**src/ukht_pkg.sv**
```systemverilog
package ukht_pkg;

  typedef enum logic [1:0] {
    OP_LOOKUP = 2'd0,
    OP_INSERT = 2'd1,
    OP_ERASE  = 2'd2,
    OP_CLEAR  = 2'd3
  } op_t;

  localparam int MIN_BUCKETS = 13;
  localparam int CFG_W       = 7;
  localparam int HALF_W      = 64;
  localparam int CNT_W       = 9;

  // controller -> datapath
  typedef struct packed {
    logic load;       // capture input transaction, start remainder
    logic div_step;   // one restoring-division bit
    logic slot_rd;    // issue slot memory read
    logic slot_eval;  // compare read data with key
    logic commit;     // apply the operation, build result
    logic wipe;       // clear valid bits and count
  } dp_cmd_t;

  // datapath -> controller
  typedef struct packed {
    logic is_clear;
    logic slot_last;
  } dp_stat_t;

endpackage

```
**src/ukht_ctrl.sv**
```systemverilog
module ukht_ctrl import ukht_pkg::*; (
  input  logic     clk,
  input  logic     rst,
  input  logic     in_valid,
  output logic     in_stall,
  output logic     out_valid,
  input  logic     out_stall,
  output dp_cmd_t  cmd,
  input  dp_stat_t stat
);

  typedef enum logic [2:0] {
    S_IDLE, S_DIV, S_RD, S_EVAL, S_COMMIT, S_OUT
  } state_t;

  state_t     state;
  logic [5:0] bit_cnt;
  logic       take;

  assign in_stall = (state != S_IDLE);
  assign take     = in_valid && !in_stall;

  always_comb begin
    cmd           = '0;
    cmd.load      = take;
    cmd.div_step  = (state == S_DIV);
    cmd.slot_rd   = (state == S_RD);
    cmd.slot_eval = (state == S_EVAL);
    cmd.commit    = (state == S_COMMIT) && !stat.is_clear;
    cmd.wipe      = (state == S_COMMIT) && stat.is_clear;
  end

  always_ff @(posedge clk) begin
    if (rst) begin
      state     <= S_IDLE;
      bit_cnt   <= '0;
      out_valid <= 1'b0;
    end else begin
      unique case (state)
        S_IDLE: begin
          if (take) begin
            state   <= S_DIV;
            bit_cnt <= '0;
          end
        end
        S_DIV: begin
          bit_cnt <= bit_cnt + 1'b1;
          if (stat.is_clear) begin
            state <= S_COMMIT;
          end else if (bit_cnt == 6'd63) begin
            state <= S_RD;
          end
        end
        S_RD:   state <= S_EVAL;
        S_EVAL: state <= stat.slot_last ? S_COMMIT : S_RD;
        S_COMMIT: begin
          state     <= S_OUT;
          out_valid <= 1'b1;
        end
        S_OUT: begin
          if (!out_stall) begin
            state     <= S_IDLE;
            out_valid <= 1'b0;
          end
        end
        default: state <= S_IDLE;
      endcase
    end
  end

endmodule

```
**config.mk**
```make
export PLATFORM = sky130hd
export DESIGN_NAME = ukht_ctrl
export DESIGN_NICKNAME = d
export VERILOG_FILES = /design/src/ukht_pkg.sv /design/src/ukht_ctrl.sv
export SDC_FILE = /design/constraint.sdc
export NUM_CORES = 1
export LEC_CHECK = 0
export ABC_CLOCK_PERIOD_IN_PS = 2300
export BUFFER_PORTS_ARGS = -buffer_cell sky130_fd_sc_hd__buf_2
export CORE_MARGIN = 4
export CORE_UTILIZATION = 30
export CTS_BUF_LIST = sky130_fd_sc_hd__clkbuf_4
export DETAILED_ROUTE_END_ITERATION = 10
export PLACE_DENSITY_LB_ADDON = 0.3
export SLEW_MARGIN = 30
export SYNTH_ARGS = -nofsm -noshare
export SYNTH_HDL_FRONTEND = slang
export SYNTH_SLANG_ARGS = --single-unit
```
**constraint.sdc**
```tcl
create_clock -name clk -period 2.3 [get_ports clk]
set_input_delay 0 -clock clk [delete_from_list [all_inputs] [get_ports clk]]
set_output_delay 0 -clock clk [all_outputs]
set_load 0.02 [all_outputs]
```
==> results of run 1 <==
-- metal layers --
| layer | vias up | share of wire [%] |
|---|---|---|
| li1 | 290 | - |
| met1 | 258 | 50 |
| met2 | 6 | 44 |
| met3 | 2 | 4.1 |
| met4 | 0 | 1.3 |
| met5 | - | 0 |
-- state kept, by name (all words and copies together) (netlist names) --
| signal | cells |
|---|---|
| bit_cnt | 6 |
| out_valid | 1 |
| state | 3 |
-- cells by family after synthesis --
logic type / Yosys count
AOI/OAI and AO/OA: 19
adders and majority gates: 1
buffers and inverters: 6
DFF: 10
and+or+nand+nor: 38
-- final cells by class --
| type | count | area share (%) |
|---|---|---|
| multi-input cells | 58 | 53.1 |
| flip-flops and latches | 10 | 28.7 |
| repair buffers | 13 | 9.34 |
| well taps | 25 | 4.49 |
| clock buffers | 3 | 3.23 |
| inverters | 2 | 1.08 |
-- final timing paths --
path | startpoint | to | slack [ns] | depth (start not counted)
worst min-delay path | rst | bit_cnt[2] | 0.06 | 2
worst min register to register | out_valid | out_valid | 0.48 | 2
worst max register to register | state[0] | bit_cnt[5] | 0.94 | 3
worst max-delay path | state[0] | cmd[4] | 0.85 | 2
-- where the power goes --
part	switching, uW	total (uW)	internal [uW]
Combinational	53.6	91.3	37.7
Sequential	16.2	198	182
Clock	56.0	116	60.3
Total	126	406	280
-- synthesized netlist by cell type (all sizes together), types with 2 or more instances --
cell type  count  area [sq um]
and3           5          36.3
inv            2          7.51
dfxtp         10           200
nor2           9          36.3
nand2          4          15.0
o21ai          7          35.0
a31oi          2          12.5
nand3b         2          15.0
buf            3          20.0
nand4b         2          17.5
nand2b         7          46.3
a21oi          5          25.0
o31ai          2          20.0
nor3b          2          26.3
-- stage by stage --
step                utilization, %  setup WS, ns  power [uW]  hold WS, ns  instances
floorplan                        -          1.07         271       0.0798         74
global placement              37.0         0.954         295        0.297        108
detailed placement            37.0         0.950         293        0.303        108
CTS                           38.3         0.842         410       0.0608        111
global route                  38.3         0.762         432       0.0723        111
finish                        38.3         0.851         406       0.0608        111
-- worst register-to-register path: stages (launching register included) --
cell	delay, ns
dfxtp_1	0.57
nor3b_4	0.40
and3_1	0.22
o31ai_2	0.07
==> results.py, run 1 <==
metrics = {
    "logic_synthesis": {
        "netlist_instances": 74,
        "ys_types": 32,
        "synthMuxAreaShare_pct": 0,
        "netlist_area_sq_um": 602,
        "synth-simple-area-share_pct": 40.1,
        "synth_ff_type": "dfxtp_1",
        "yosysSeqAreaShare_pct": 33.3,
        "ys.warnings.count": 0,
        "synth_top_family_by_area": "simple AND/OR/NAND/NOR gates",
        "synth_compound_area_share_pct": 19.3,
        "synth_edf_count": 0,
        "syn_avg_cell_area_sq_um": 8.13,
        "synthesis.nets": 81,
        "synthAdderAreaFrac_pct": 2.08,
        "synthArstFlopShare_pct": 0,
        "yosys.area_share.xor_xnor_pct": 0,
        "ys_seq_elements": 10,
    },
    "critical_path": {
        "crit_type": "register to primary output",
        "cp-end-kind": "primary output",
        "cp_max_fo": 13,
        "cpMaxStageDelayCell": "dfxtp_1",
        "crit_family": "flip-flops",
        "required_ns": 2.30,
        "cp-start-kind": "register",
        "cp.arrival_ns": 1.45,
        "cp_cell_sequence": "nor3b_4 -> buf_2",
        "path_buf_inv": 1,
        "slowest_delay_ns": 0.57,
    },
    "detailed_routing": {
        "ant_nets": 0,
        "drt-total-wl_mm": 1.28,
        "drc": 0,
        "drt_pre_antenna_iters": 4,
        "drt_iter0_drc": 12,
        "vias": 556,
        "wl_per_cell_um": 11.5,
        "vias_per_cell": 5.01,
    },
    "die": {
        "core_area_sq_um": 1820,
        "rows": 15,
        "fp.dieW_um": 52.8,
        "die-height_um": 52.8,
        "die-area_sq_um": 2790,
        "ios": 14,
        "initial_utilization_pct": 33.1,
    },
    "global_route": {
        "grt_use_met1_pct": 12.7,
        "grt_util_all_layers_pct": 10.5,
        "top_usage_layer": "met2",
        "use_met2_pct": 14.9,
        "grt_max_degree": 14,
        "grt_util_met3_pct": 5.41,
        "grt-ovfl-total": 0,
        "grt_pass1_wl_mm": 2.04,
        "antenna_found_initial": 0,
        "grt_pass1_vias": 449,
    },
    "sta": {
        "final-hold-violation-count": 0,
        "tightest_slew_ns": 0.405,
        "grt_setup_unrepaired": "no",
        "finalCritPeriodShare_pct": 63.0,
        "fin_crit_ns": 1.45,
        "slew_viol_final": 0,
        "fin_tns_setup_ns": 0,
        "slew_headroom_pct": 72.9,
        "max_freq_mhz": 690,
        "finClkSkew_ns": 0.00327,
        "finalSetupViolCount": 0,
    },
    "power_and_ir_drop": {
        "p_leak_uw": 0.000298,
        "p_per_area_nw_per_um2": 582,
        "ir_drop_v": 0.000325,
    },
    "clock_network": {
        "cts.path.max_buffers": 2,
        "cts_root_buf": "clkbuf_4",
        "clk_pin_slew_ns": 0.06,
        "htreeDepth": 1,
        "postCtsSetupBuffers": 0,
        "cts_hold_buf": 0,
        "cts_made_buffers": 3,
        "cts_tree": "done",
        "insertion_delay_ns": 0.26,
        "cts_sinks": 10,
        "post_cts_resized": 0,
    },
    "placement": {
        "io_buffers": 13,
        "placed_area_sq_um": 674,
        "place_congestion": 0.742,
        "dpl.hpwl_um": 969,
    },
    "cells_and_area": {
        "final_cell_mix": "buf_2 (13), dfxtp_1 (10), nor2_1 (8), o21ai_0 (7), nand2b_1 (6)",
        "nets": 95,
        "diodes": 0,
        "multi_input_area_sq_um": 370,
        "fill_cells": 187,
        "postLayoutCellArea_sq_um": 697,
        "final_layout_size_suffix_gt1_share_pct": 26.7,
        "layout_commonest_cell": "buf_2",
        "area_delta_synth_final_pct": 15.8,
        "seq_area_sq_um": 200,
    },
    "run": {
        "maxCapViolations": 0,
    },
    "status": {
        "outcome": "complete, no violations",
    },
    "worst_hold_path": {
        "hp-class": "input pin to register",
    },
}
No activity file was read; power rests on OpenSTA's default activity.
==> run 2, diff against run 1 <==
--- a/config.mk
+++ b/config.mk
@@ -5,7 +5,8 @@
 export SDC_FILE = /design/constraint.sdc
 export NUM_CORES = 1
 export LEC_CHECK = 0
-export ABC_CLOCK_PERIOD_IN_PS = 2300
+export ABC_AREA = 1
+export ABC_CLOCK_PERIOD_IN_PS = 1400
 export BUFFER_PORTS_ARGS = -buffer_cell sky130_fd_sc_hd__buf_2
 export CORE_MARGIN = 4
 export CORE_UTILIZATION = 30
==> constraint.sdc (replaced) <==
create_clock -name clk -period 1.4 [get_ports clk]
set_input_delay 0 -clock clk [delete_from_list [all_inputs] [get_ports clk]]
set_output_delay 0 -clock clk [all_outputs]
set_load 0.02 [all_outputs]
==> results.py, run 2 <==
metrics = {
    "status": {
        "outcome": "complete, no violations",
    },
    "clock_network": {
        "postCtsSetupBuffers": 0,
        "htreeDepth": 1,
        "insertion_delay_ns": 0.27,
        "cts_root_buf": "clkbuf_4",
        "cts_made_buffers": 3,
        "cts_tree": "done",
        "cts_sinks": 10,
        "clk_pin_slew_ns": 0.07,
        "cts.path.max_buffers": 2,
    },
    "logic_synthesis": {
        "synth_edf_count": 0,
        "netlist_top_cells_area": "dfxtp_1 (33%), nand2_1 (10%), nor2_1 (6.2%), a21oi_1 (5.8%), o21ai_0 (5.8%)",
        "synth_top_cell_by_area": "dfxtp_1",
        "ys_seq_elements": 10,
        "synthesis.nets": 93,
        "netlist_area_sq_um": 608,
        "ys_types": 20,
        "synth_top_area_share_pct": 32.9,
        "synth_ff_type": "dfxtp_1",
        "synthArstFlopShare_pct": 0,
        "syn_avg_cell_area_sq_um": 7.07,
        "yosysSeqAreaShare_pct": 32.9,
        "synth_top_cells_by_count": "nand2_1 (17), dfxtp_1 (10), nor2_1 (10)",
        "synthMostInstantiatedCell": "nand2_1",
        "netlist_instances": 86,
        "ys.warnings.count": 0,
    },
    "sta": {
        "tightest_slew_ns": 0.223,
        "finalCritPeriodShare_pct": 88.8,
        "worst_slack_ns": 0.157,
        "grt_setup_unrepaired": "no",
        "max_freq_mhz": 804,
        "slew_headroom_pct": 85.0,
        "fin_tns_setup_ns": 0,
        "fin_crit_ns": 1.24,
        "finalSetupViolCount": 0,
        "slew_viol_final": 0,
        "finClkSkew_ns": 0.00323,
        "final-hold-violation-count": 0,
    },
    "global_route": {
        "grt_util_all_layers_pct": 11.1,
        "grt_max_degree": 10,
        "grt_pass1_vias": 518,
        "antenna_found_initial": 0,
        "grt-ovfl-total": 0,
        "grt_pass1_wl_mm": 2.27,
    },
    "cells_and_area": {
        "area_delta_synth_final_pct": 19.5,
        "top_regs": "bit_cnt: 6 flops, state: 3 flops, out_valid: 1 flops",
        "multi_input_area_sq_um": 350,
        "largest_reg_flops": 6,
        "final_cell_mix": "nand2_1 (17), buf_2 (13), nor2_1 (10), dfxtp_1 (9)",
        "seq_area_sq_um": 201,
        "final_layout_size_suffix_gt1_share_pct": 33.7,
        "fill_cells": 219,
        "diodes": 0,
        "largest_register": "bit_cnt",
        "nets": 110,
        "layout_commonest_cell": "nand2_1",
    },
    "critical_path": {
        "required_ns": 1.40,
        "cp-start-kind": "register",
        "cp.arrival_ns": 1.24,
        "crit_type": "register to primary output",
        "cp_max_fo": 5,
        "cp-end-kind": "primary output",
    },
    "detailed_routing": {
        "drt_pre_antenna_iters": 4,
        "vias": 601,
        "drt_iter0_drc": 22,
        "vias_per_cell": 4.70,
        "drt-total-wl_mm": 1.29,
        "drc": 0,
        "ant_nets": 0,
        "wl_per_cell_um": 10.1,
    },
    "placement": {
        "io_buffers": 13,
        "place_congestion": 0.734,
        "dpl.hpwl_um": 998,
        "place_ws_ns": 0.185,
    },
    "power_and_ir_drop": {
        "p_leak_uw": 0.000320,
        "p_per_area_nw_per_um2": 1300,
        "ir_drop_v": 0.000616,
    },
    "die": {
        "ios": 14,
        "fp.dieW_um": 53.0,
        "die-area_sq_um": 2810,
        "die-height_um": 53.0,
        "initial_utilization_pct": 31.3,
        "core_area_sq_um": 1940,
        "rows": 16,
    },
    "run": {
        "maxCapViolations": 0,
    },
    "worst_hold_path": {
        "hp-class": "input pin to register",
    },
}
run 2: cell types whose count changed in the layout (fill, tap and decap cells not counted), sizes merged, moves of 5 or more:
| cell | previous run | this run |
|---|---|---|
| a21oi | 5 | 10 |
| nand2 | 4 | 22 |
| and3 | 5 | 0 |
| nor2 | 9 | 14 |
| nand3 | 0 | 6 |
| inv | 2 | 11 |
| nand2b | 7 | 0 |
run 2: where the power goes:
part / switching (uW) / internal (uW)
combinational: 248 / 127
clock: 101 / 99.5
sequential: 50.9 / 316
total: 400 / 543
run 2: per-stage QoR:
stage	util, %	hold WS (ns)	power (uW)	area (sq um)	cells
finish	37.4	0.0568	943	727	128
CTS	37.1	0.0467	943	721	128
global placement	35.4	0.261	731	688	124
floorplan	-	0.0624	668	608	86
detailed placement	35.4	0.264	735	688	124
global route	37.4	0.0659	1010	727	128
run 2: kinds of logic after synthesis:
logic type,after synthesis,share of synthesized area (%)
fa+ha+maj,1,2.06
simple gates,45,38.9
flops,10,32.9
compound gates,17,15.8
buf+inv,13,10.3
run 2: routing by layer:
layer | global-route usage [%] | wire length, um
met4 | 8.94 | 36
met1 | 14.4 | 625
met3 | 1.97 | 102
met2 | 15.9 | 527
met5 | 0 | 0
run 2: path summary, 6_finish.rpt:
check,start,to,slack (ns),cells past startpoint
worst max-delay path,state[1],cmd[5],0.16,4
worst min-delay path,out_stall,out_valid,0.06,3
worst max register to register,bit_cnt[0],state[0],0.19,8
worst min register to register,bit_cnt[4],bit_cnt[4],0.48,2
run 2: critical path: stages, from the launching register on:
cell	delay [ns]
dfxtp_1	0.37
nor2_4	0.16
nand2_2	0.09
nor2_4	0.15
buf_2	0.19
run 2: final cells by class:
cell class,instances,share of cell area (%)
Clock buffer,3,3.10
Timing Repair Buffer,14,10.3
Multi-Input combinational cell,63,48.2
Inverter,11,6.02
Tap cell,27,4.65
Sequential cell,10,27.7
run 2: repair_timing:
action | 4_1_cts | 5_1_grt
setup endpoints to repair | 0 | 3
gates resized for setup | 0 | 2
hold buffers | 1 | 0
endpoints found under the hold margin | 3 | 0
==> run 3, diff against run 2 <==
--- a/config.mk
+++ b/config.mk
@@ -9,7 +9,7 @@
 export ABC_CLOCK_PERIOD_IN_PS = 1400
 export BUFFER_PORTS_ARGS = -buffer_cell sky130_fd_sc_hd__buf_2
 export CORE_MARGIN = 4
-export CORE_UTILIZATION = 30
+export CORE_UTILIZATION = 45
 export CTS_BUF_LIST = sky130_fd_sc_hd__clkbuf_4
 export DETAILED_ROUTE_END_ITERATION = 10
 export PLACE_DENSITY_LB_ADDON = 0.3
==> results.py, run 3 (synthesis gave the netlist of run 2 again) <==
metrics = {
    "die": {
        "die-height_um": 44.8,
        "fp.dieW_um": 44.8,
        "rows": 12,
        "initial_utilization_pct": 51.3,
        "core_area_sq_um": 1190,
        "die-area_sq_um": 2000,
        "ios": 14,
    },
    "detailed_routing": {
        "vias_per_cell": 5.04,
        "drt_pre_antenna_iters": 4,
        "drt-total-wl_mm": 1.27,
        "drc": 0,
        "drt_iter0_drc": 33,
        "wl_per_cell_um": 11.0,
        "vias": 585,
        "ant_nets": 0,
    },
    "power_and_ir_drop": {
        "p_per_area_nw_per_um2": 1310,
        "p_leak_uw": 0.000321,
        "ir_drop_v": 0.000824,
        "power_uw": 935,
    },
    "cells_and_area": {
        "layout_commonest_cell": "nand2_1",
        "largest_reg_flops": 6,
        "fill_cells": 120,
        "diodes": 0,
        "finalNonFillerCells": 116,
        "area_delta_synth_final_pct": 17.3,
        "final_cell_mix": "nand2_1 (17), buf_2 (13), nor2_1 (10), dfxtp_1 (10)",
        "nets": 110,
        "final_layout_size_suffix_gt1_share_pct": 32.4,
        "largest_register": "bit_cnt",
        "top_regs": "bit_cnt: 6 flops, state: 3 flops, out_valid: 1 flops",
    },
    "placement": {
        "place_congestion": 0.896,
        "place_inst": 111,
        "dpl.hpwl_um": 957,
        "io_buffers": 13,
    },
    "critical_path": {
        "crit_type": "register to primary output",
        "slowest_delay_ns": 0.57,
        "cp-end-kind": "primary output",
        "crit_family": "flip-flops",
        "cp_cell_sequence": "nand3_4 -> inv_4 -> buf_2",
        "required_ns": 1.40,
        "path_buf_inv": 2,
        "cp.arrival_ns": 1.30,
        "cpMaxStageDelayCell": "dfxtp_1",
        "cp-start-kind": "register",
        "cp_max_fo": 9,
    },
    "clock_network": {
        "cts_tree": "done",
        "clk_pin_slew_ns": 0.06,
        "insertion_delay_ns": 0.26,
        "cts_root_buf": "clkbuf_4",
        "cts.path.max_buffers": 2,
        "htreeDepth": 1,
        "cts_sinks": 10,
        "cts_made_buffers": 3,
    },
    "global_route": {
        "grt_max_degree": 10,
        "grt_pass1_vias": 488,
        "antenna_found_initial": 0,
        "grt-ovfl-total": 0,
        "grt_pass1_wl_mm": 1.96,
        "grt_util_all_layers_pct": 13.7,
    },
    "sta": {
        "tightest_slew_ns": 0.402,
        "slew_viol_final": 0,
        "slew_headroom_pct": 73.2,
        "final-hold-violation-count": 0,
        "max_freq_mhz": 770,
        "fin_crit_ns": 1.30,
        "finalSetupViolCount": 0,
        "fin_tns_setup_ns": 0,
        "grt_setup_unrepaired": "no",
        "finClkSkew_ns": 0.000263,
        "finalCritPeriodShare_pct": 92.8,
    },
    "status": {
        "outcome": "complete, no violations",
    },
    "worst_hold_path": {
        "hp-class": "input pin to register",
    },
    "run": {
        "maxCapViolations": 0,
    },
}
[run 3: changes by cell type in the layout (fill, tap and decap cells not counted), sizes merged]
cell and delta:
clkinv +1
[run 3: worst reg2reg max path, cell delays in order (launching register included)]
cell	delay, ns
dfxtp_1	0.57
nand3_4	0.15
nor2_2	0.12
nand2_1	0.07
nand2_1	0.08
nand2_1	0.05
a21oi_1	0.13
[run 3: final cells by class]
cell class | instances | area [sq um] | share of cell area, %
clock buffers | 3 | 22.5 | 3.16
flip-flops and latches | 10 | 200 | 28.1
repair buffers | 14 | 75.1 | 10.5
clock inverters | 1 | 3.75 | 0.526
well taps | 14 | 17.5 | 2.46
inverters | 11 | 43.8 | 6.14
multi-input cells | 63 | 350 | 49.1
[run 3: layer usage]
metal  track usage [%]  vias up  part of all wire (%)  wire (um)
met2              20.3       16                    46        590
met5                 0        -                     0          0
met3              7.57        2                   7.5         95
met4              3.61        0                  0.79         10
met1              16.9      257                    45        573
li1                  -      310                     -          -
[run 3: metrics by stage]
| step | cell area, sq um | hold WS [ns] | utilization, % | setup slack, ns |
|---|---|---|---|---|
| 3_3_place_gp | 672 | 0.255 | 56.6 | 0.233 |
| 6_report | 713 | 0.0506 | 60.1 | 0.101 |
| 2_1_floorplan | 608 | 0.0624 | - | 0.274 |
| 5_1_grt | 713 | 0.0546 | 60.1 | 0.00482 |
| 4_1_cts | 708 | 0.0456 | 59.7 | 0.0938 |
| 3_5_place_dp | 672 | 0.254 | 56.6 | 0.217 |
[run 3: worst paths after layout]
check,startpoint,endpoint,slack [ns],depth (start not counted)
worst min register to register,out_valid,out_valid,0.48,2
worst min-delay path,out_stall,out_valid,0.05,3
worst max register to register,state[0],state[0],0.17,6
worst max-delay path,state[0],cmd[4],0.10,3
[run 3: where the power goes]
group | switching, uW | leakage, uW | internal (uW)
registers | 48.8 | 0.0000813 | 315
logic | 242 | 0.000224 | 127
clock network | 99.3 | 0.0000154 | 103
[run 3: repair_timing]
action                                 CTS  global route
setup buffers                            0             0
gates resized for setup                  0             1
setup endpoints to repair                0             1
endpoints found under the hold margin    4             0
hold buffers                             1             0
